**config.mk**
```make
export PLATFORM = sky130hd
export DESIGN_NAME = cau_fifo
export DESIGN_NICKNAME = d
export VERILOG_FILES = /design/src/rtl/cau_pkg.sv /design/src/rtl/cau_fifo.sv
export SDC_FILE = /design/constraint.sdc
export NUM_CORES = 1
export LEC_CHECK = 0
export BUFFER_PORTS_ARGS = -buffer_cell sky130_fd_sc_hd__buf_2
export CAP_MARGIN = 20
export CORE_UTILIZATION = 50
export CTS_BUF_LIST = sky130_fd_sc_hd__clkbuf_16
export DETAILED_ROUTE_END_ITERATION = 16
export GPL_ROUTABILITY_DRIVEN = 0
export GPL_TIMING_DRIVEN = 0
export PLACE_DENSITY = 0.74
export SLEW_MARGIN = 20
export SYNTH_ARGS = -nofsm -noshare
export SYNTH_HDL_FRONTEND = slang
export SYNTH_SLANG_ARGS = --single-unit
```
**constraint.sdc**
```tcl
create_clock -name clk -period 14.7 [get_ports clk]
set_clock_uncertainty 0.15 [all_clocks]
set_input_delay 2.94 -clock clk [delete_from_list [all_inputs] [get_ports clk]]
set_output_delay 2.94 -clock clk [all_outputs]
set_load 0.05 [all_outputs]
```
**src/rtl/cau_pkg.sv**
```systemverilog
// Shared types and codes of the complex arithmetic unit.
`default_nettype none
package cau_pkg;

  localparam logic [2:0] ACT_ADD = 3'd0;
  localparam logic [2:0] ACT_SUB = 3'd1;
  localparam logic [2:0] ACT_MUL = 3'd2;
  localparam logic [2:0] ACT_DIV = 3'd3;
  localparam logic [2:0] ACT_MAG = 3'd4;

  localparam logic [1:0] ST_OK  = 2'd0;
  localparam logic [1:0] ST_SAT = 2'd1;
  localparam logic [1:0] ST_DZ  = 2'd2;

  // restoring steps: one overflow bit plus 32 quotient bits; 32 root digits
  localparam int QUO_STEPS  = 33;
  localparam int ROOT_STEPS = 32;

  typedef enum logic [2:0] {
    KIND_ADD,
    KIND_SUB,
    KIND_MUL,
    KIND_DIV,
    KIND_MAG,
    KIND_NOP
  } kind_t;

  // item handed from the front end to the back end
  typedef struct packed {
    kind_t              kind;
    logic signed [63:0] p_rr;   // lr*rr
    logic signed [63:0] p_ii;   // li*ri
    logic signed [63:0] p_ir;   // li*rr
    logic signed [63:0] p_ri;   // lr*ri
    logic signed [63:0] s_x;    // square of real (left for magnitude, right otherwise)
    logic signed [63:0] s_y;    // square of imag
    logic signed [32:0] as_re;  // add/sub sums
    logic signed [32:0] as_im;
  } entry_t;

endpackage
`default_nettype wire

```
**src/rtl/cau_fifo.sv**
```systemverilog
// Short queue between the front end and the back end.
`default_nettype none
module cau_fifo import cau_pkg::*; #(
  parameter int DEPTH = 4
) (
  input  wire    clk,
  input  wire    rst_n,
  input  wire    wr_valid,
  output logic   wr_ready,
  input  entry_t wr_data,
  output logic   rd_valid,
  input  wire    rd_ready,
  output entry_t rd_data
);

  localparam int PW = (DEPTH > 1) ? $clog2(DEPTH) : 1;
  localparam int CW = $clog2(DEPTH + 1);

  entry_t          mem_r [DEPTH];
  logic [PW-1:0]   wp_r, rp_r;
  logic [CW-1:0]   cnt_r;
  logic            do_wr, do_rd;

  assign wr_ready = (cnt_r != CW'(DEPTH));
  assign rd_valid = (cnt_r != '0);
  assign do_wr    = wr_valid && wr_ready;
  assign do_rd    = rd_valid && rd_ready;
  assign rd_data  = mem_r[rp_r];

  always_ff @(posedge clk) begin
    if (do_wr) begin
      mem_r[wp_r] <= wr_data;
    end
  end

  always_ff @(posedge clk) begin
    if (!rst_n) begin
      wp_r  <= '0;
      rp_r  <= '0;
      cnt_r <= '0;
    end else begin
      if (do_wr) begin
        wp_r <= (wp_r == PW'(DEPTH - 1)) ? '0 : wp_r + 1'b1;
      end
      if (do_rd) begin
        rp_r <= (rp_r == PW'(DEPTH - 1)) ? '0 : rp_r + 1'b1;
      end
      if (do_wr && !do_rd) begin
        cnt_r <= cnt_r + 1'b1;
      end else if (do_rd && !do_wr) begin
        cnt_r <= cnt_r - 1'b1;
      end
    end
  end

  a_cnt_range: assert property (@(posedge clk) disable iff (!rst_n)
    cnt_r <= CW'(DEPTH)) else $error("queue count beyond depth");
  a_cnt_up: assert property (@(posedge clk) disable iff (!rst_n)
    do_wr && !do_rd |=> cnt_r == $past(cnt_r) + 1'b1) else $error("count lost a write");
  a_cnt_dn: assert property (@(posedge clk) disable iff (!rst_n)
    do_rd && !do_wr |=> cnt_r == $past(cnt_r) - 1'b1) else $error("count lost a read");

endmodule
`default_nettype wire

```
==> results.cfg, run 1 <==
[floorplan]
pin_count = 912
dieArea_um2 = 133000
die_y_um = 365
core.rowCount = 132
core_region_area_um2 = 130000
die_w_um = 365
initial_utilization_pct = 50.6

[critical_path]
crit_path_start_kind = flip-flop
cp.required_ns = 11.61
path_class = flip-flop to primary output
cp.buffers_inverters = 4
path_cells = buf_2 -> clkbuf_1 -> buf_2 -> mux4_2 -> buf_2
critPathArrivalTime_ns = 3.22
cpMostUsedCell = buf_2
slowest_delay_ns = 0.59
cp-end-kind = primary output
slowest_stage = clkbuf_1
path_max_fanout = 10
crit_family = buffers and inverters

[placement]
hpwl_um = 99900
postPlaceCellArea_um2 = 73600
io_buffers = 911

[cells_and_area]
fillCellCount = 8684
nNetsFinal = 4015
mostFrequentLayoutCells = 1812 x edfxtp_1, 941 x buf_2, 453 x mux4_2
drive_above_1_share_pct = 46.5
postLayoutCellArea_um2 = 79300
area_growth_pct = 20.6
layout_commonest_cell = edfxtp_1

[clocking]
cts_tree = done
cts.sinks = 1821
cts_max_path_buffers = 3
cts_buffers = 176
cts_hold_buf = 0
h-tree-depth = 4
clk_pin_slew_ns = 0.06
postCtsSetupRepairBufs = 0
clk-insertion-delay-late_ns = 0.79
cts-resized-gates = 0
root_buffer = clkbuf_16

[timing]
setup_tns_ns = 0
min_period_ns = 6.31
period_share_pct = 42.9
worst_slew_pin_slew_ns = 0.839
setup_violations = 0
fmax_ghz = 0.158
rsz0062_at_grt = no
max_slew_margin_pct = 44.1
hold_viol = 0
drv_slew = 0

[route]
drc = 0
wirelength_um = 151000
post_drt_wl_per_cell_um = 27.5
via_per_inst = 5.62
drt-pass1-iter-count = 7
ant_nets = 0
vias = 30837
dr.first_iter.drc_count = 2432

[pwr]
powerDensity_nw_per_um2 = 193
leakagePower_nw = 26.6
vdd_drop_max_mv = 0.136
power_mw = 15.3

[yosys]
yosys_register_bits = 1821
synth_area_um2 = 65700
yosysSeqAreaShare_pct = 83.1
synthCells = 2417
synth_warnings = 0
ys_types = 26
syn_nets = 2881
avgSynthCellArea_um2 = 27.2

[global_route]
track_usage_pct = 22.4
grt_pass1_wl_um = 214000
grt_max_degree = 49
antenna_found_initial = 81
grt_pass1_vias = 31939
overflow = 0

[flow_run]
max-cap-violations = 0

[outcome]
status = finished, final reports clean

[worst_hold_path]
min_path_type = flip-flop to flip-flop
## cell usage after synthesis, drive strengths merged
master	number	area, µm²
nand2	5	18.8
a21boi	1	7.51
fa	1	20.0
mux4	453	10200
xnor2	1	8.76
mux2i	2	20.0
buf	88	589
edfxtp	1812	54400
or3	2	12.5
o31ai	1	7.51
and3	4	25.0
clkbuf	15	56.3
nor2b	1	6.26
xor2	1	8.76
nand3	2	10.0
o21ai	4	20.0
inv	3	11.3
nand4	1	6.26
ha	6	75.1
dfxtp	9	180
nor2	2	7.51
or3b	1	8.76
and2	2	12.5
## where the power goes
part	switching [mW]	total, mW	internal, mW
sequential	0.112	6.39	6.28
combinational	3.30	4.65	1.35
clock	1.86	4.29	2.43
total	5.28	15.3	10.1
## worst register-to-register path, delay by kind of cell (launching register included)
| kind | cells | cell delay (ns) |
|---|---|---|
| buffers and inverters | 5 | 1.54 |
| flip-flops | 1 | 0.43 |
| AND/OR/NAND/NOR | 2 | 0.77 |
## kinds of logic after synthesis
group / count (synthesis) / share of synthesized area [%]
mux: 455 / 15.6
simple gates: 20 / 0.164
compound gates: 6 / 0.0533
buf+inv: 106 / 0.999
fa+ha+maj: 7 / 0.145
xor+xnor: 2 / 0.0267
flops: 1821 / 83.1
## path summary, 6_finish.rpt
kind	startpoint	to	slack, ns	cells after the start
setup / recovery	flip-flop	rd_data[336]	8.39	5
hold / removal	wp_r[1]	wp_r[1]	0.36	2
setup reg to reg	cnt_r[0]	mem_r[3][371]	11.48	7
hold reg to reg	wp_r[1]	wp_r[1]	0.36	2
## final cells by class
cell class	instances	area [µm²]	area share, %
sequential	1821	54600	68.9
multi-input combinational	490	10500	13.2
timing repair buffer	956	5690	7.18
clock buffer	183	4580	5.78
tap	1742	2180	2.75
clock inverter	138	960	1.21
buffer	103	647	0.816
antenna	50	125	0.158
inverter	3	11.3	0.0142
## per-layer routing
layer	up-vias	routed length (µm)	track usage [%]	part of all wire, %
li1	12961	-	-	-
met1	16174	50700	25.2	34
met2	1296	79000	38.6	52
met3	346	15200	8.39	10
met4	60	5360	9.14	3.6
met5	-	378	0	0.25
## per-stage QoR
stage | hold slack, ns | cells | util (%) | setup slack [ns]
2_1_floorplan | 0.318 | 2417 | - | 0.411
3_3_place_gp | 0.339 | 5070 | 55.8 | -7.72
3_5_place_dp | 0.349 | 5115 | 56.6 | 9.03
4_1_cts | 0.358 | 5436 | 60.9 | 8.19
5_1_grt | 0.383 | 5465 | 61.0 | 8.17
6_report | 0.358 | 5486 | 61.0 | 8.39
## sequential cells by signal (all words and copies together) (netlist names), named ones only
| signal | cells |
|---|---|
| wp_r | 2 |
| mem_r | 1812 |
| rp_r | 2 |
| cnt_r | 3 |
Note: power is estimated with default switching activity, not from simulation.
==> inputs of run 2 (changes only) <==
==> constraint.sdc (replaced) <==
create_clock -name clk -period 5.1 [get_ports clk]
set_clock_uncertainty 0.15 [all_clocks]
set_input_delay 1.02 -clock clk [delete_from_list [all_inputs] [get_ports clk]]
set_output_delay 1.02 -clock clk [all_outputs]
set_load 0.05 [all_outputs]
==> run 2 against run 1 <==
  * Design area about the same
  * Combinational power grew to 2.9 times the previous value
  * Utilization is essentially flat
  * Critical path depth shrank 1
  * Non-clock buffer count rose by 1
  * Clock power grew to 2.9 times the previous value
  * Sequential cell count unchanged
  * Final cell count hardly changed
  * Total power grew to 2.9 times the previous value
  * Largest power group unchanged
==> results.cfg, run 2 (synthesis gave the netlist of run 1 again) <==
[timing]
min_period_ns = 4.44
worst_slew_pin_slew_ns = 0.992
hold_viol = 0
hold_ws_ns = 0.258
fmax_ghz = 0.225
rsz0062_at_grt = no
setup_violations = 0
max_slew_margin_pct = 33.9
drv_slew = 0
period_share_pct = 87.1

[clocking]
clk-insertion-delay-late_ns = 0.81
clk_pin_slew_ns = 0.07
cts_max_path_buffers = 3
root_buffer = clkbuf_16
cts.sinks = 1821
cts_tree = done
h-tree-depth = 4
cts-resized-gates = 0
postCtsSetupRepairBufs = 0
cts_hold_buf = 0
cts_buffers = 177

[critical_path]
cp.required_ns = 3.93
crit_family = buffers and inverters
slowest_delay_ns = 0.74
path_max_fanout = 10
cp.buffers_inverters = 3
critPathArrivalTime_ns = 3.27
slowest_stage = buf_1
path_cells = clkbuf_1 -> buf_1 -> mux4_2 -> buf_2
crit_path_start_kind = flip-flop
path_class = flip-flop to primary output
cp-end-kind = primary output

[floorplan]
pin_count = 912
die_y_um = 365
core_region_area_um2 = 130000
die_w_um = 365
initial_utilization_pct = 50.6
core.rowCount = 132
dieArea_um2 = 133000

[route]
dr.first_iter.drc_count = 2407
post_drt_wl_per_cell_um = 27.4
drt-pass1-iter-count = 5
via_per_inst = 5.60
ant_nets = 0
drc = 0
vias = 30735
wirelength_um = 151000

[pwr]
vdd_drop_max_mv = 0.473
swShare_pct = 34.6
powerDensity_nw_per_um2 = 558
power_frac_comb_pct = 30.3
p_seq_share_pct = 41.6
p_int_mw = 29.0
leakagePower_nw = 26.5
clkPwrFrac_pct = 28.1
p_sw_mw = 15.3

[placement]
postPlaceCellArea_um2 = 73600
hpwl_um = 100000
io_buffers = 911

[global_route]
grt_max_degree = 48
track_usage_pct = 22.4
overflow = 0
grt_pass1_vias = 31912
grt_pass1_wl_um = 214000
antenna_found_initial = 79

[cells_and_area]
mostFrequentLayoutCells = 1812 x edfxtp_1, 941 x buf_2, 453 x mux4_2
reg.largest.list = mem_r x1812, cnt_r x3
postLayoutCellArea_um2 = 79300
area_growth_pct = 20.7
fillCellCount = 8724
nNetsFinal = 4017
layout_commonest_cell = edfxtp_1
drive_above_1_share_pct = 46.5
regMostFlops = mem_r
largest_register_ffs = 1812

[outcome]
status = finished, final reports clean

[flow_run]
max-cap-violations = 0

[worst_hold_path]
min_path_type = input pin to flip-flop
## run 2: routing by layer
| layer | part of all wire (%) | global-route usage [%] | routed length (µm) |
|---|---|---|---|
| met5 | 0.28 | 0 | 416 |
| met2 | 52 | 37.4 | 77500 |
| met1 | 35 | 25.9 | 52100 |
| met3 | 9.9 | 8.70 | 14900 |
| met4 | 3.7 | 9.38 | 5640 |
## run 2: cell type report
| cell class | instances | area (µm²) | area share (%) |
|---|---|---|---|
| Clock buffer | 179 | 4480 | 5.65 |
| Tap cell | 1742 | 2180 | 2.75 |
| Clock inverter | 141 | 1080 | 1.37 |
| Timing Repair Buffer | 957 | 5690 | 7.18 |
| Multi-Input combinational cell | 490 | 10500 | 13.2 |
| Inverter | 3 | 11.3 | 0.0142 |
| Sequential cell | 1821 | 54600 | 68.8 |
| Buffer | 103 | 646 | 0.814 |
| Antenna cell | 49 | 123 | 0.155 |
## run 2: through the flow
step / util [%] / cells / setup slack, ns / setup TNS [ns] / power (mW)
after floorplan: - / 2417 / -2.18 / -3955.27 / 28.8
after global placement: 55.8 / 5070 / -6.38 / - / 32.4
after detailed placement: 56.6 / 5116 / 1.08 / 0 / 32.2
after CTS: 60.9 / 5436 / 0.408 / 0 / 44.7
after global routing: 61.0 / 5467 / 0.395 / 0 / 45.7
final: 61.0 / 5485 / 0.656 / 0 / 44.2
## run 2: final timing paths
kind | depth (start not counted) | endpoint | start | slack (ns)
setup / recovery | 4 | rd_data[167] | flip-flop | 0.66
hold / removal | 1 | mem_r[3][349] | wr_data[349] | 0.26
setup reg to reg | 9 | mem_r[2][331] | cnt_r[0] | 1.43
hold reg to reg | 2 | cnt_r[2] | cnt_r[2] | 0.38
## run 2: worst register-to-register path: stages, from the launching register on
cell      delay, ns
dfxtp_1        0.44
or3b_1         0.15
clkbuf_1       0.24
and3_4         0.58
buf_16         0.33
buf_16         0.31
buf_16         0.30
buf_12         0.30
buf_16         0.29
buf_12         0.25
## run 2: power groups by stage
stage	clock network, mW	registers (mW)	logic [mW]
after global routing	13.2	18.5	14.0
after global placement	0	19.3	13.0
after detailed placement	0	18.7	13.5
final	12.4	18.4	13.4
after CTS	12.7	18.4	13.6
after floorplan	0	19.0	9.74
==> inputs of run 3 (changes only) <==
--- a/config.mk
+++ b/config.mk
@@ -12,7 +12,7 @@
 export DETAILED_ROUTE_END_ITERATION = 16
 export GPL_ROUTABILITY_DRIVEN = 0
 export GPL_TIMING_DRIVEN = 0
-export PLACE_DENSITY = 0.74
+export PLACE_DENSITY = 0.71
 export SLEW_MARGIN = 20
 export SYNTH_ARGS = -nofsm -noshare
 export SYNTH_HDL_FRONTEND = slang
==> constraint.sdc (replaced) <==
create_clock -name clk -period 5.39 [get_ports clk]
set_clock_uncertainty 0.15 [all_clocks]
set_input_delay 1.078 -clock clk [delete_from_list [all_inputs] [get_ports clk]]
set_output_delay 1.078 -clock clk [all_outputs]
set_load 0.05 [all_outputs]
==> run 3 against run 2 <==
  * Non-clock buffer count did not move
  * Setup slack improved by 0.13 ns
  * Wire length fell by 1.4%
  * Utilization barely moved
  * Critical endpoint is now rd_data[304]
  * Largest cell class unchanged
==> results.cfg, run 3 (synthesis gave the netlist of run 1 again) <==
[outcome]
status = finished, final reports clean

[pwr]
p_sw_mw = 14.4
p_int_mw = 27.4
powerDensity_nw_per_um2 = 527
leakagePower_nw = 26.5
power_frac_comb_pct = 30.4
power_mw = 41.8
swShare_pct = 34.4
clkPwrFrac_pct = 27.9
vdd_drop_max_mv = 0.428
p_seq_share_pct = 41.7

[timing]
period_share_pct = 85.3
hold_ws_ns = 0.348
rsz0062_at_grt = no
setup_violations = 0
fmax_ghz = 0.217
drv_slew = 0
worst_slew_pin_slew_ns = 1.08
min_period_ns = 4.60
hold_viol = 0
setup_tns_ns = 0
max_slew_margin_pct = 28.2

[critical_path]
crit_end = rd_data[304]
cp-end-kind = primary output
path_max_fanout = 10
r2r_cells = 8
cp.required_ns = 4.16
r2r_setup_slack_ns = 1.83
timing.rr.end = mem_r[1][389]
path_class = flip-flop to primary output
timing.rr.start = cnt_r[1]
critPathArrivalTime_ns = 3.37
crit_path_start_kind = flip-flop

[placement]
io_buffers = 911
hpwl_um = 99800
postPlaceCellArea_um2 = 73600

[floorplan]
dieArea_um2 = 133000
die_y_um = 365
core_region_area_um2 = 130000
core.rowCount = 132
initial_utilization_pct = 50.6
pin_count = 912
die_w_um = 365

[clocking]
h-tree-depth = 4
cts_tree = done
cts-resized-gates = 0
clk_pin_slew_ns = 0.06
clk-insertion-delay-late_ns = 0.79
cts_max_path_buffers = 3
cts_hold_buf = 0
postCtsSetupRepairBufs = 0
root_buffer = clkbuf_16
cts.sinks = 1821
cts_buffers = 176

[route]
dr.first_iter.drc_count = 2412
wirelength_um = 148000
post_drt_wl_per_cell_um = 27.1
ant_nets = 0
via_per_inst = 5.59
drt-pass1-iter-count = 5
drc = 0
vias = 30636

[global_route]
grt_pass1_wl_um = 211000
track_usage_pct = 22.1
grt_max_degree = 48
antenna_found_initial = 70
grt_pass1_vias = 31680
overflow = 0

[cells_and_area]
largest_register_ffs = 1812
regArea_um2 = 54600
postLayoutCellArea_um2 = 79200
fillCellCount = 8777
area_growth_pct = 20.6
reg.largest.list = mem_r x1812, cnt_r x3
layout_commonest_cell = edfxtp_1
multi_input_area_um2 = 10500
mostFrequentLayoutCells = 1812 x edfxtp_1, 941 x buf_2, 453 x mux4_2
nNetsFinal = 4016
regMostFlops = mem_r
drive_above_1_share_pct = 46.5

[flow_run]
max-cap-violations = 0

[worst_hold_path]
min_path_type = input pin to flip-flop
-- run 3: changes by cell type in the layout (fill, tap and decap cells not counted), moves of 2 or more --
cell       previous run  this run
inv_8                 2         0
diode_2              49        43
clkbuf_16           179       183
bufinv_16            11         9
inv_6                 7         5
clkinv_16             4         2
inv_1                38        48
clkinv_1             50        43
-- run 3: how the worst min path moves through the flow --
stage | start | to | depth (start not counted)
after floorplan | wp_r[1] | wp_r[1] | 2
after global placement | wp_r[1] | wp_r[1] | 2
after detailed placement | wp_r[1] | wp_r[1] | 2
after CTS | wr_data[331] | mem_r[2][331] | 1
after global routing | wr_data[330] | mem_r[0][330] | 1
final | wr_data[289] | mem_r[3][289] | 1
-- run 3: area by class of cell --
type | count | share of cell area, %
Multi-Input combinational cell | 490 | 13.2
Buffer | 103 | 0.815
Timing Repair Buffer | 957 | 7.19
Sequential cell | 1821 | 68.9
Clock inverter | 138 | 1.18
Inverter | 3 | 0.0142
Clock buffer | 183 | 5.78
Antenna cell | 43 | 0.136
Tap cell | 1742 | 2.75
-- run 3: metrics by stage --
stage                     std cells  worst slack, ns  util (%)
after floorplan                2417            -1.89         -
after global placement         5070            -6.17      55.8
after detailed placement       5116             1.42      56.6
after CTS                      5437            0.570      60.9
after global routing           5461            0.589      60.9
final                          5480            0.791      61.0
-- run 3: power groups by stage --
stage / Clock [mW] / Sequential (mW) / Combinational, mW
finish: 11.7 / 17.4 / 12.7
global route: 12.4 / 17.5 / 13.2
CTS: 11.9 / 17.4 / 12.9
detailed placement: 0 / 17.7 / 12.8
global placement: 0 / 18.3 / 12.4
floorplan: 0 / 18.0 / 9.22
-- run 3: per-layer routing --
layer | track usage (%) | part of all wire [%]
met2 | 36.5 | 51
met3 | 8.51 | 9.9
met1 | 26.0 | 35
met4 | 8.89 | 3.7
met5 | 0 | 0.26
-- run 3: critical path, stage by stage (launching register included) --
cell      delay, ns
dfxtp_1        0.34
buf_2          0.47
clkbuf_1       0.70
buf_2          0.46
mux4_2         0.37
buf_2          0.24
